===== src/rtl/core/ndsd_pkg.sv =====
// ----------------------------------------------------------------------------
// ndsd_pkg
// Types, codes and lookup functions shared by the segment deframer modules.
// ----------------------------------------------------------------------------
package ndsd_pkg;

	typedef enum logic [2:0] {
		KIND_DATA   = 3'd0,
		KIND_DONE   = 3'd1,
		KIND_EOF6   = 3'd2,
		KIND_EOF0   = 3'd3,
		KIND_BADCTL = 3'd4,
		KIND_BADSEG = 3'd5
	} kind_t;

	typedef struct packed {
		kind_t      kind;
		logic [7:0] out_byte;
		logic       first_of_record;
	} result_t;

	// up to two results leave the parser per accepted item
	typedef struct packed {
		logic    push0;
		logic    push1;
		result_t r0;
		result_t r1;
	} push_t;

	typedef struct packed {
		logic binary_mode;
		logic cc_convert;
	} cfg_t;

	localparam logic [2:0] ADDR_BINARY_MODE = 3'd0;
	localparam logic [2:0] ADDR_CC_CONVERT  = 3'd4;

	localparam logic [7:0] FLAG_FIRST   = 8'h80;
	localparam logic [7:0] FLAG_LAST    = 8'h40;
	localparam logic [7:0] FLAG_CONTROL = 8'h20;
	localparam logic [7:0] FLAG_RECNUM  = 8'hF0;
	localparam logic [7:0] BYTE_EOF6    = 8'hF6;

	// EBCDIC "INMR"
	function automatic logic [7:0] inmr_char(input logic [1:0] pos);
		logic [7:0] c;
		case (pos)
			2'd0:    c = 8'hC9;
			2'd1:    c = 8'hD5;
			2'd2:    c = 8'hD4;
			default: c = 8'hD9;
		endcase
		return c;
	endfunction

	// machine carriage control to asa
	function automatic logic [7:0] asa_of(input logic [7:0] c);
		logic [7:0] a;
		case (c)
			8'h01, 8'h03: a = 8'h4E;
			8'h09, 8'h0B: a = 8'h40;
			8'h11, 8'h13: a = 8'hF0;
			8'h19, 8'h1B: a = 8'h60;
			8'h8B, 8'h8D: a = 8'hF1;
			default:      a = 8'h40;
		endcase
		return a;
	endfunction

endpackage


===== src/rtl/core/ndsd_in_if.sv =====
// ----------------------------------------------------------------------------
// ndsd_in_if
// Byte stream channel into the deframer.
// ----------------------------------------------------------------------------
interface ndsd_in_if;
	logic       valid;
	logic       ready;
	logic [7:0] data_byte;
	logic       buffer_last;

	modport source (output valid, output data_byte, output buffer_last, input ready);
	modport sink (input valid, input data_byte, input buffer_last, output ready);
endinterface


===== src/rtl/core/ndsd_out_if.sv =====
// ----------------------------------------------------------------------------
// ndsd_out_if
// Result channel out of the deframer.
// ----------------------------------------------------------------------------
interface ndsd_out_if;
	logic            valid;
	logic            ready;
	ndsd_pkg::kind_t kind;
	logic [7:0]      out_byte;
	logic            first_of_record;

	modport source (output valid, output kind, output out_byte, output first_of_record,
		input ready);
	modport sink (input valid, input kind, input out_byte, input first_of_record,
		output ready);
endinterface


===== src/rtl/core/netdata_segment_deframer.sv =====
// ----------------------------------------------------------------------------
// netdata_segment_deframer
// NETDATA punch stream deframer: segments, records, carriage control, stops.
// ----------------------------------------------------------------------------
//  channel     dir   handshake       payload
//  byte_in     in    valid/ready     data_byte[7:0], buffer_last
//  result_out  out   valid/ready     kind[2:0], out_byte[7:0], first_of_record
//  apb         in    psel/penable    paddr[2:0], pwdata[31:0], prdata[31:0]
//
//  a byte is taken per cycle while ready; its results are queued the next cycle
//  a byte makes up to two results and the queue drains one per ready cycle
//  byte_in.ready is low while fewer than two queue entries are free
//  reset clears all but the queue entries at once, no clearing pass
//  stalls on result_out back up into byte_in through the queue only
// ----------------------------------------------------------------------------
module netdata_segment_deframer (
	input  logic        clk,
	input  logic        arst_n,
	input  logic        psel,
	input  logic        penable,
	input  logic        pwrite,
	input  logic [2:0]  paddr,
	input  logic [31:0] pwdata,
	output logic [31:0] prdata,
	output logic        pready,
	ndsd_in_if.sink     byte_in,
	ndsd_out_if.source  result_out
);

	ndsd_pkg::cfg_t  cfg;
	ndsd_pkg::push_t push;
	logic            space;
	logic            take;

	assign byte_in.ready = space;
	assign take          = byte_in.valid && space;

	ndsd_cfg u_cfg (
		.clk     (clk),
		.arst_n  (arst_n),
		.psel    (psel),
		.penable (penable),
		.pwrite  (pwrite),
		.paddr   (paddr),
		.pwdata  (pwdata),
		.prdata  (prdata),
		.pready  (pready),
		.cfg     (cfg)
	);

	ndsd_parser u_parser (
		.clk         (clk),
		.arst_n      (arst_n),
		.cfg         (cfg),
		.take        (take),
		.data_byte   (byte_in.data_byte),
		.buffer_last (byte_in.buffer_last),
		.push        (push)
	);

	ndsd_outq u_outq (
		.clk        (clk),
		.arst_n     (arst_n),
		.push       (push),
		.space      (space),
		.result_out (result_out)
	);

endmodule


===== src/rtl/core/ndsd_cfg.sv =====
// ----------------------------------------------------------------------------
// ndsd_cfg
// APB register file holding the binary and machine carriage control modes.
// ----------------------------------------------------------------------------
module ndsd_cfg (
	input  logic              clk,
	input  logic              arst_n,
	input  logic              psel,
	input  logic              penable,
	input  logic              pwrite,
	input  logic [2:0]        paddr,
	input  logic [31:0]       pwdata,
	output logic [31:0]       prdata,
	output logic              pready,
	output ndsd_pkg::cfg_t    cfg
);

	ndsd_pkg::cfg_t cfg_q;
	logic           wr_en;

	assign pready = 1'b1;
	assign wr_en  = psel && penable && pwrite;

	// low address bits are a byte offset inside the register
	always_ff @(posedge clk or negedge arst_n) begin
		if (!arst_n) begin
			cfg_q <= '0;
		end else if (wr_en) begin
			if (paddr[2] == ndsd_pkg::ADDR_CC_CONVERT[2]) begin
				cfg_q.cc_convert <= pwdata[0];
			end else begin
				cfg_q.binary_mode <= pwdata[0];
			end
		end
	end

	always_comb begin
		if (paddr[2] == ndsd_pkg::ADDR_CC_CONVERT[2]) begin
			prdata = {31'd0, cfg_q.cc_convert};
		end else begin
			prdata = {31'd0, cfg_q.binary_mode};
		end
	end

	assign cfg = cfg_q;

endmodule


===== src/rtl/core/ndsd_parser.sv =====
// ----------------------------------------------------------------------------
// ndsd_parser
// Segment and record state; decodes one taken byte per cycle into results.
// ----------------------------------------------------------------------------
module ndsd_parser (
	input  logic              clk,
	input  logic              arst_n,
	input  ndsd_pkg::cfg_t    cfg,
	input  logic              take,
	input  logic [7:0]        data_byte,
	input  logic              buffer_last,
	output ndsd_pkg::push_t   push
);

	logic [7:0] seg_length_q, seg_count_q, seg_flag_q, record_flag_q, saved_cc_q;
	logic [2:0] record_pos_q;
	logic       in_record_q, prefix_ok_q, eof_seen_q, discarding_q, fresh_start_q;

	logic [7:0] seg_length_n, seg_count_n, seg_flag_n, record_flag_n, saved_cc_n;
	logic [2:0] record_pos_n;
	logic       in_record_n, prefix_ok_n, eof_seen_n, discarding_n, fresh_start_n;

	logic [7:0]       sc;
	logic [7:0]       done_flag;
	logic             inrec, stop, done_chk;
	ndsd_pkg::kind_t  done_kind;
	logic             done_emit;
	ndsd_pkg::push_t  p;

	always_comb begin
		seg_length_n  = seg_length_q;
		seg_count_n   = seg_count_q;
		seg_flag_n    = seg_flag_q;
		record_flag_n = record_flag_q;
		saved_cc_n    = saved_cc_q;
		record_pos_n  = record_pos_q;
		in_record_n   = in_record_q;
		prefix_ok_n   = prefix_ok_q;
		eof_seen_n    = eof_seen_q;
		discarding_n  = discarding_q;
		fresh_start_n = fresh_start_q;
		stop          = 1'b0;
		done_chk      = 1'b0;
		done_flag     = seg_flag_q;
		done_kind     = ndsd_pkg::KIND_DONE;
		done_emit     = 1'b0;
		p             = '0;
		sc            = seg_count_q;
		inrec         = in_record_q;

		if (discarding_q) begin
			if (buffer_last) begin
				discarding_n = 1'b0;
			end
		end else begin
			if (fresh_start_q) begin
				sc            = 8'd0;
				inrec         = 1'b0;
				in_record_n   = 1'b0;
				seg_count_n   = 8'd0;
				fresh_start_n = 1'b0;
			end

			if (sc == 8'd0) begin
				if (data_byte == 8'd0) begin
					p.push0       = 1'b1;
					p.r0.kind     = ndsd_pkg::KIND_EOF0;
					fresh_start_n = 1'b1;
					stop          = 1'b1;
				end else if (data_byte == 8'd1) begin
					p.push0   = 1'b1;
					p.r0.kind = ndsd_pkg::KIND_BADSEG;
					stop      = 1'b1;
				end else begin
					seg_length_n = data_byte;
					seg_count_n  = 8'd1;
				end
			end else if (sc == 8'd1) begin
				seg_flag_n = data_byte;
				done_flag  = data_byte;
				if (data_byte == ndsd_pkg::FLAG_RECNUM) begin
					seg_count_n = 8'd0;
				end else begin
					seg_count_n = 8'd2;
					if ((data_byte & ndsd_pkg::FLAG_FIRST) != 8'd0 || !inrec) begin
						if ((data_byte & ndsd_pkg::FLAG_FIRST) != 8'd0) begin
							record_flag_n = data_byte;
						end
						in_record_n  = 1'b1;
						record_pos_n = 3'd0;
						prefix_ok_n  = 1'b1;
						eof_seen_n   = 1'b0;
					end
					done_chk = (seg_length_q == 8'd2);
				end
			end else begin
				if ((record_flag_q & ndsd_pkg::FLAG_CONTROL) == 8'd0) begin
					p.push0              = 1'b1;
					p.r0.kind            = ndsd_pkg::KIND_DATA;
					p.r0.first_of_record = (record_pos_q == 3'd0);
					p.r0.out_byte        = data_byte;
					if (!cfg.binary_mode && cfg.cc_convert && record_pos_q == 3'd0) begin
						p.r0.out_byte = saved_cc_q;
						saved_cc_n    = ndsd_pkg::asa_of(data_byte);
					end
				end else begin
					if (record_pos_q < 3'd4 &&
					    data_byte != ndsd_pkg::inmr_char(record_pos_q[1:0])) begin
						prefix_ok_n = 1'b0;
					end
					if (record_pos_q == 3'd5 && data_byte == ndsd_pkg::BYTE_EOF6) begin
						eof_seen_n = 1'b1;
					end
				end
				if (record_pos_q != 3'd7) begin
					record_pos_n = record_pos_q + 3'd1;
				end
				seg_count_n = sc + 8'd1;
				done_chk    = (seg_count_n == seg_length_q);
			end

			// end of segment: close the record on a last flag, reporting done or a stop
			if (done_chk) begin
				seg_count_n = 8'd0;
				if ((done_flag & ndsd_pkg::FLAG_LAST) != 8'd0) begin
					in_record_n = 1'b0;
					if ((record_flag_n & ndsd_pkg::FLAG_CONTROL) == 8'd0) begin
						done_emit = 1'b1;
						done_kind = ndsd_pkg::KIND_DONE;
					end else if (!prefix_ok_n || record_pos_n < 3'd4) begin
						done_emit = 1'b1;
						done_kind = ndsd_pkg::KIND_BADCTL;
						stop      = 1'b1;
					end else if (eof_seen_n) begin
						done_emit = 1'b1;
						done_kind = ndsd_pkg::KIND_EOF6;
						stop      = 1'b1;
					end
				end
			end

			if (done_emit) begin
				if (p.push0) begin
					p.push1   = 1'b1;
					p.r1.kind = done_kind;
				end else begin
					p.push0   = 1'b1;
					p.r0.kind = done_kind;
				end
			end

			if (stop && !buffer_last) begin
				discarding_n = 1'b1;
			end
		end

		push       = p;
		push.push0 = p.push0 && take;
		push.push1 = p.push1 && take;
	end

	always_ff @(posedge clk or negedge arst_n) begin
		if (!arst_n) begin
			seg_length_q  <= 8'd0;
			seg_count_q   <= 8'd0;
			seg_flag_q    <= 8'd0;
			record_flag_q <= 8'd0;
			saved_cc_q    <= 8'd0;
			record_pos_q  <= 3'd0;
			in_record_q   <= 1'b0;
			prefix_ok_q   <= 1'b1;
			eof_seen_q    <= 1'b0;
			discarding_q  <= 1'b0;
			fresh_start_q <= 1'b1;
		end else if (take) begin
			seg_length_q  <= seg_length_n;
			seg_count_q   <= seg_count_n;
			seg_flag_q    <= seg_flag_n;
			record_flag_q <= record_flag_n;
			saved_cc_q    <= saved_cc_n;
			record_pos_q  <= record_pos_n;
			in_record_q   <= in_record_n;
			prefix_ok_q   <= prefix_ok_n;
			eof_seen_q    <= eof_seen_n;
			discarding_q  <= discarding_n;
			fresh_start_q <= fresh_start_n;
		end
	end

	a_push_order: assert property (@(posedge clk) disable iff (!arst_n)
		push.push1 |-> push.push0)
		else $error("second result without first");

	a_discard_quiet: assert property (@(posedge clk) disable iff (!arst_n)
		discarding_q |-> !push.push0)
		else $error("result while dropping buffer");

	a_second_is_done: assert property (@(posedge clk) disable iff (!arst_n)
		push.push1 |-> (push.r1.kind == ndsd_pkg::KIND_DONE &&
		                push.r0.kind == ndsd_pkg::KIND_DATA))
		else $error("second result is not a record done after data");

endmodule


===== src/rtl/core/ndsd_outq.sv =====
// ----------------------------------------------------------------------------
// ndsd_outq
// Four-entry result queue; takes up to two results, pops one per ready cycle.
// ----------------------------------------------------------------------------
module ndsd_outq (
	input  logic              clk,
	input  logic              arst_n,
	input  ndsd_pkg::push_t   push,
	output logic              space,
	ndsd_out_if.source        result_out
);

	ndsd_pkg::result_t mem_q [4];
	logic [1:0]        wr_ptr_q, rd_ptr_q;
	logic [2:0]        count_q;
	logic              pop;

	// room for two means any item can be taken this cycle
	assign space = (count_q <= 3'd2);
	assign pop   = result_out.valid && result_out.ready;

	always_ff @(posedge clk) begin
		if (push.push0) begin
			mem_q[wr_ptr_q] <= push.r0;
		end
		if (push.push1) begin
			mem_q[wr_ptr_q + 2'd1] <= push.r1;
		end
	end

	always_ff @(posedge clk or negedge arst_n) begin
		if (!arst_n) begin
			wr_ptr_q <= 2'd0;
			rd_ptr_q <= 2'd0;
			count_q  <= 3'd0;
		end else begin
			wr_ptr_q <= wr_ptr_q + {1'b0, push.push0} + {1'b0, push.push1};
			rd_ptr_q <= rd_ptr_q + {1'b0, pop};
			count_q  <= count_q + {2'b0, push.push0} + {2'b0, push.push1} - {2'b0, pop};
		end
	end

	assign result_out.valid           = (count_q != 3'd0);
	assign result_out.kind            = mem_q[rd_ptr_q].kind;
	assign result_out.out_byte        = mem_q[rd_ptr_q].out_byte;
	assign result_out.first_of_record = mem_q[rd_ptr_q].first_of_record;

	a_no_overflow: assert property (@(posedge clk) disable iff (!arst_n)
		push.push0 |-> space)
		else $error("result pushed into a full queue");

endmodule

===== src/flat_wrapper.sv =====
// flat-port wrapper written by rule: the top's interface ports become plain ports
module netdata_segment_deframer_flat 
  (clk, arst_n, psel, penable, pwrite, paddr, pwdata, prdata, pready, byte_in_valid, byte_in_data_byte, byte_in_buffer_last, byte_in_ready, result_out_valid, result_out_kind, result_out_out_byte, result_out_first_of_record, result_out_ready);
  ndsd_in_if byte_in_i ();
  ndsd_out_if result_out_i ();
  input  logic clk;
  input  logic arst_n;
  input  logic psel;
  input  logic penable;
  input  logic pwrite;
  input  logic [2:0] paddr;
  input  logic [31:0] pwdata;
  output logic [31:0] prdata;
  output logic pready;
  input wire logic [$bits(byte_in_i.valid)-1:0] byte_in_valid;
  input wire logic [$bits(byte_in_i.data_byte)-1:0] byte_in_data_byte;
  input wire logic [$bits(byte_in_i.buffer_last)-1:0] byte_in_buffer_last;
  output wire logic [$bits(byte_in_i.ready)-1:0] byte_in_ready;
  output wire logic [$bits(result_out_i.valid)-1:0] result_out_valid;
  output wire logic [$bits(result_out_i.kind)-1:0] result_out_kind;
  output wire logic [$bits(result_out_i.out_byte)-1:0] result_out_out_byte;
  output wire logic [$bits(result_out_i.first_of_record)-1:0] result_out_first_of_record;
  input wire logic [$bits(result_out_i.ready)-1:0] result_out_ready;
  assign byte_in_i.valid = byte_in_valid;
  assign byte_in_i.data_byte = byte_in_data_byte;
  assign byte_in_i.buffer_last = byte_in_buffer_last;
  assign byte_in_ready = byte_in_i.ready;
  assign result_out_valid = result_out_i.valid;
  assign result_out_kind = result_out_i.kind;
  assign result_out_out_byte = result_out_i.out_byte;
  assign result_out_first_of_record = result_out_i.first_of_record;
  assign result_out_i.ready = result_out_ready;
  netdata_segment_deframer u_core (.clk(clk), .arst_n(arst_n), .psel(psel), .penable(penable), .pwrite(pwrite), .paddr(paddr), .pwdata(pwdata), .prdata(prdata), .pready(pready), .byte_in(byte_in_i), .result_out(result_out_i));
endmodule

===== config.mk =====
export PLATFORM = sky130hd
export DESIGN_NAME = netdata_segment_deframer_flat
export DESIGN_NICKNAME = d
export VERILOG_FILES = /design/src/rtl/core/ndsd_pkg.sv /design/src/rtl/core/ndsd_in_if.sv /design/src/rtl/core/ndsd_out_if.sv /design/src/rtl/core/netdata_segment_deframer.sv /design/src/rtl/core/ndsd_cfg.sv /design/src/rtl/core/ndsd_parser.sv /design/src/rtl/core/ndsd_outq.sv /design/src/flat_wrapper.sv
export SDC_FILE = /design/constraint.sdc
export NUM_CORES = 1
export LEC_CHECK = 0
export BUFFER_PORTS_ARGS = -buffer_cell sky130_fd_sc_hd__clkbuf_2
export CAP_MARGIN = 20
export CORE_MARGIN = 3
export CORE_UTILIZATION = 31
export DETAILED_ROUTE_END_ITERATION = 8
export HOLD_SLACK_MARGIN = 0.03
export PLACE_DENSITY = 0.5
export RECOVER_POWER = 50
export SYNTH_ARGS = -nofsm -noshare
export SYNTH_HDL_FRONTEND = slang
export SYNTH_SLANG_ARGS = --single-unit
export TNS_END_PERCENT = 1

===== constraint.sdc =====
create_clock -name clk -period 4 [get_ports clk]
set_input_delay 0.4 -clock clk [delete_from_list [all_inputs] [get_ports clk]]
set_output_delay 0.4 -clock clk [all_outputs]
set_load 0.005 [all_outputs]

# Word level (Yosys, flattened, before mapping)
# Memories as Yosys holds them, arrays and structs flattened.
# Index checks and enable logic that the tools add are counted.
[totals]
out_inout_bits = 47
ram_bits = 48
n_memories = 1
elab_cells = 188
reg_bits = 50
[op_classes]
n_lt_le_gt_ge = 3
n_bitwise = 6
n_eq_ne = 18
reduce_logical = 33
mux = 102
addsub = 9
[mem_list]
columns = ["memory", "words", "word_bits", "read_ports", "rd_ports_with_merged_regs", "wr", "line_no", "source"]
rows = [
  ["u_core.u_outq.mem_q", 4, 12, 1, 0, 2, "ndsd_outq.sv:13", "ndsd_pkg::result_t mem_q [4];"],
]
[ops]
columns = ["cell", "n"]
rows = [
  ["two-way mux 8 bit", 14],
  ["two-way mux 1 bit", 56],
  ["two-way mux 3 bit", 16],
  ["two-way mux 6 bit", 6],
  ["equality test 8 x 5 -> 1 bit (second input constant)", 4],
  ["equality test 8 bit (second input constant)", 4],
  ["zero test 8 bit", 4],
  ["one-hot mux 8 bit (4 select lines)", 1],
  ["two-way mux 9 bit", 3],
  ["two-way mux 17 bit", 1],
  ["equality test 8 x 1 -> 1 bit (second input constant)", 2],
  ["equality test 8 x 2 -> 1 bit (second input constant)", 2],
  ["one-hot mux 5 bit (3 select lines)", 1],
  ["logical AND 1 bit", 11],
  ["adder 8 x 1 -> 8 bit (second input constant)", 1],
  ["equality test 8 bit", 1],
  ["inequality test 8 bit", 1],
  ["OR reduction 2 bit", 4],
  ["two-way mux 7 bit", 1],
  ["adder 2 x 1 -> 2 bit", 3],
  ["adder 3 x 1 -> 3 bit", 2],
  ["< comparator 3 bit (second input constant)", 2],
  ["inverter 1 bit", 6],
  ["AND reduction 2 bit", 3],
  ["17 further kinds", 22],
]

# Logic depth before layout (Yosys ltp)
[depth]
word_depth = 26
ltp_mapped = 18

# Hierarchy
# A second synthesis with hierarchy kept.
[hier_totals]
hier_cells = 500
area_unflattened_um2 = 5615.4
[modules_own_cells]
columns = ["module", "n_inst", "area_each_um2", "seq_area_each_um2", "cells_each"]
rows = [
  ["ndsd_outq", 1, 2702.6, 1616.6, 150],
  ["ndsd_parser", 1, 2560.0, 778.2, 308],
  ["ndsd_cfg", 1, 346.6, 50.0, 41],
  ["netdata_segment_deframer", 1, 6.3, 0.0, 1],
]

# Least setup slack after synthesis
# Ideal clock, no wire load.
[synth_path]
kind = "reg-to-reg"
start = "register u_core.u_parser.fresh_start_q"
end = "register u_core.u_outq.count_q[2]"
stages_incl_launch_ff = 17
setup_slack_ns = 0.093
setup_time_ns = 0.123
arrival_time_ns = 3.785
required_time_ns = 3.877
path_cell_list = "dfstp_2 -> buf_2 -> buf_6 -> nor2b_4 -> ha_1 -> or2_1 -> a31oi_4 -> o311ai_1 -> a32oi_4 -> nor3b_2 -> nor3_2 -> o21ai_0 -> ha_1 -> inv_1 -> fa_1 -> fa_1 -> xnor2_1"
[synth_via]
elab_chain_cells = 22
[synth_lines]
columns = ["element", "line_no", "source"]
rows = [
  ["start: declaration", "ndsd_parser.sv:17", "logic in_record_q, prefix_ok_q, eof_seen_q, discarding_q, fresh_start_q;"],
  ["start signal: assignment", "ndsd_parser.sv:186", "fresh_start_q <= fresh_start_n;"],
  ["two-way mux 1 bit", "ndsd_parser.sv:56", "if (fresh_start_q) begin"],
  ["two-way mux 1 bit", "ndsd_parser.sv:51", "if (discarding_q) begin"],
  ["zero test 1 bit", "ndsd_parser.sv:85", "if ((data_byte & ndsd_pkg::FLAG_FIRST) != 8'd0 || !inrec) begin"],
  ["logical OR 1 bit", "ndsd_parser.sv:85", ""],
  ["two-way mux 3 bit / two-way mux 1 bit (equally long branches)", "ndsd_parser.sv:85", ""],
  ["two-way mux 3 bit / two-way mux 1 bit (equally long branches)", "ndsd_parser.sv:81", "if (data_byte == ndsd_pkg::FLAG_RECNUM) begin"],
  ["two-way mux 3 bit / two-way mux 1 bit (equally long branches)", "ndsd_parser.sv:78", "end else if (sc == 8'd1) begin"],
  ["two-way mux 3 bit / two-way mux 1 bit (equally long branches)", "ndsd_parser.sv:64", "if (sc == 8'd0) begin"],
  ["[... 6 more ...]", "-", ""],
  ["two-way mux 1 bit", "ndsd_parser.sv:123", "if (done_chk) begin"],
  ["two-way mux 1 bit", "ndsd_parser.sv:51", ""],
  ["two-way mux 5 bit (*)", "ndsd_parser.sv:142", "if (done_emit) begin"],
  ["two-way mux 17 bit (*)", "ndsd_parser.sv:51", ""],
  ["logical AND 1 bit", "ndsd_parser.sv:158", "push.push0 = p.push0 && take;"],
  ["adder 3 x 1 -> 3 bit", "ndsd_outq.sv:39", "count_q <= count_q + {2'b0, push.push0} + {2'b0, push.push1} - {2'b0, pop};"],
  ["adder 3 x 1 -> 3 bit (*)", "ndsd_outq.sv:39", ""],
  ["subtractor 3 x 1 -> 3 bit (*)", "ndsd_outq.sv:39", ""],
  ["end signal: assignment", "ndsd_outq.sv:39", ""],
  ["end: declaration", "ndsd_outq.sv:15", "logic [2:0] count_q;"],
]
# Every way passes the cells marked *; elsewhere a longest branch is shown, timed or not. The select of a mux whose other input is x is not followed.
# A chain may end at the register's enable or synchronous reset.

# Worst setup path after layout
# Ends and elaborated chain as after synthesis.

==> metrics <==
CP Data Required Time approximately 4200 ps; clock buffer depth 2; final setup margin between 200 and 300 ps; Pre-Repair DR Iteration Count 4; cts bufs inserted 9; initial antenna violation count 0; Combinational Power Share 42.2%; Reg2Reg Depth 16; static leakage roughly 2.8 nW; Psw approximately 1.7 mW; synthesized area around 5400 µm²; status complete, no violations; row cnt 47; routed wire length per instance 16.17 µm; DRC Markers 0; switch share around 40%; largest stage delay on the critical path 600 ps; Placed Instance Area about 5800 µm²; starting density of the core 32.19%; most frequent cell after synthesis nand2_1; Reg2Reg Capture Point u_core.u_outq.count_q[2]$_DFF_PN0_; Yosys warnings 0; worst-path fanout max 5; final setup vio count 0; Distinct cells, synth 74; final-stage net count approximately 680; crit path DAT 3980 ps; # fillers approximately 1700; DP Worst Slack 156.9 ps; slowest CP cell dfstp_2; fin crit period approximately 3700 ps; worst rel slew slack between 10% and 20%; Flop pwr share ~37%; gpl congestion 0.8456; CP Capture Point u_core.u_outq.count_q[2]$_DFF_PN0_; Clk Latency, worst-skew pair approximately 360 ps; largest net degree at the start of global routing slightly above 40; Layout area overhead 12.30%; flops & latches, synth 88; Vias 4177; Reg clk slew, reported paths ~60 ps; fin crit share about 94%; crit-path most repeated cell inv_1; final instance area around 6100 µm²; Hold Crit Class in2async; vias in the first global route 4263; Critical R2R Launch u_core.u_parser.fresh_start_q$_DFFE_PN1P_; Chip Width 138.4 µm; Final Hold Viols 0; layout cells sized above 1 18.70%; Die Y-Extent between 100 and 150 µm; H-tree levels 3; DRT iter0 DRCs between 200 and 250; # IOs 98; Max Slew Vio Count 0; Setup TNS 0 ps; CTS tree done; total power 4.195 mW; RSZ-0062 raised after global routing no; max-cap viol count 0; Gate Count Post-Synth 563; CTS root buffer clkbuf_16; Async S/R FF share, synth a little under half; Primary FF master, synth dfrtp_1; Max Clk Rate roughly 270 MHz; die area approximately 19000 µm²; slew of the pin with the lowest slew margin ~1200 ps; hold_ws about 280 ps; total gr overflow 0; P_int about 2.5 mW; first-pass GRT wire length 22580 µm; Setup crit start u_core.u_parser.fresh_start_q$_DFFE_PN1P_; ANT nets after route 0; DP HPWL between 9000 and 10000 µm; Synth top cells by count nand2_1, mux2i_1, dfrtp_1; Clock Sinks just under 90; sequential cell area fraction in the yosys report between 30% and 40%; antenna cells 0; CP Cell Sequence inv_1, nand2_1, inv_1, ha_1, xor2_1, xnor2_1, nor3_2, nand4_1, o31a_1, nor3_2, o21ai_1, ha_1, inv_1, fa_1, fa_1, xnor2_1; most area-consuming cells after synthesis dfrtp_1, dfxtp_1, mux2i_1; crit path kind reg2reg; Mean Syn Cell Area between 9 and 10 µm²; Peak VDD IR ~0.00033 V; pwr dens just under 700 nW/µm²; Yosys top cell area share 17.50%; number of enable flip-flop cells after synthesis 12; Yosys top cell by area dfrtp_1; Clk pwr share between 20% and 30%; DR vias/cell 5.002; r2r setup slk ~260 ps; Setup Skew approximately 10 ps; GRT Total Usage 14.47%; CP startpoint kind flop; drt total wl between 10000 and 15000 µm; kind of end point of the critical path flop; Core Area between 15000 and 20000 µm²; Port Buffers 32
how the worst min path moves through the flow:
stage	startpoint	to	slack, ps
after floorplan	arst_n	u_core.u_cfg.cfg[0]$_DFFE_PN0P_	100
after global placement	u_core.u_outq.mem_q[2][4]$_SDFFE_PP0P_	u_core.u_outq.mem_q[2][4]$_SDFFE_PP0P_	440
after detailed placement	u_core.u_outq.mem_q[3][2]$_SDFFE_PP0P_	u_core.u_outq.mem_q[3][2]$_SDFFE_PP0P_	450
after CTS	arst_n	u_core.u_parser.seg_count_q[4]$_DFFE_PN0P_	270
after global routing	pwdata[0]	u_core.u_cfg.cfg[1]$_DFFE_PN0P_	300
final	arst_n	u_core.u_parser.seg_count_q[4]$_DFFE_PN0P_	280
worst max-delay path: cells and delay by family, from the launching register on:
family	cells	cell delay [ps]
XOR/XNOR	3	440
AO/OA/AOI/OAI	2	480
buffers and inverters	3	190
AND/OR/NAND/NOR	4	630
adder cells (fa/ha/maj)	4	1300
flip-flops	1	600
metrics by stage:
step | util [%] | std cells
floorplan | - | 593
global placement | 34.11 | 812
detailed placement | 34.11 | 812
CTS | 35.87 | 828
global route | 36.15 | 835
finish | 36.15 | 835
what timing repair did:
action	CTS	global route
buffers inserted	0	6
resized for setup	0	4
endpoints found under the setup margin	0	2
hold buffers	0	0
endpoints found under the hold margin	0	0
state kept, by name (all words and copies together) (netlist names):
signal / cells
u_core.u_outq.count_q: 3
u_core.u_parser.seg_flag_q: 1
u_core.u_parser.discarding_q: 1
u_core.u_parser.in_record_q: 1
u_core.u_parser.seg_count_q: 8
u_core.u_parser.fresh_start_q: 1
u_core.u_parser.eof_seen_q: 1
u_core.u_outq.wr_ptr_q: 2
u_core.u_cfg.cfg: 2
u_core.u_outq.mem_q: 48
u_core.u_parser.saved_cc_q: 5
u_core.u_parser.seg_length_q: 8
u_core.u_parser.record_pos_q: 3
u_core.u_outq.rd_ptr_q: 2
u_core.u_parser.record_flag_q: 1
u_core.u_parser.prefix_ok_q: 1
layout make-up:
type | instances | area [µm²] | share of cell area (%)
clock buffer | 11 | 254.0 | 4.163
timing repair buffer | 62 | 361.6 | 5.927
tap | 220 | 275.3 | 4.512
multi-input combinational | 437 | 3037 | 49.77
clock inverter | 5 | 43.79 | 0.7178
inverter | 12 | 45.04 | 0.7383
sequential | 88 | 2085 | 34.17
per-layer routing:
layer / vias to the layer above / part of all wire [%] / global-route usage [%]
li1: 2019 / - / -
met5: - / 0 / 0
met2: 97 / 47 / 23.90
met3: 12 / 3.7 / 1.865
met4: 0 / 1.7 / 5.824
met1: 2049 / 48 / 19.27
power groups by stage:
| stage | combinational [mW] | clock [mW] | sequential (mW) |
|---|---|---|---|
| after floorplan | 1.40 | 0 | 1.43 |
| after global placement | 1.72 | 0 | 1.57 |
| after detailed placement | 1.77 | 0 | 1.59 |
| after CTS | 1.78 | 0.880 | 1.57 |
| after global routing | 2.00 | 0.918 | 1.63 |
| final | 1.77 | 0.856 | 1.57 |
cells by family after synthesis:
group	Yosys count	synth area share [%]
simple gates	236	22.29
flops	88	38.37
compound gates	74	9.927
buf+inv	68	8.130
mux	63	14.60
xor+xnor	18	2.902
fa+ha+maj	14	3.639
other cells	2	0.1382
cells in the final DEF, fill, tap and decap left out, drive strengths merged, types with 10 or more instances in the layout:
cell type and count:
a21oi 10, buf 27, clkbuf 46, conb 32
dfrtp 38, dfxtp 36, edfxtp 12, ha 11
inv 16, mux2 10, mux2i 41, mux4 12
nand2 107, nand3 24, nor2 32, o21ai 28
xnor2 11
Power figures use the tool's default switching activity.
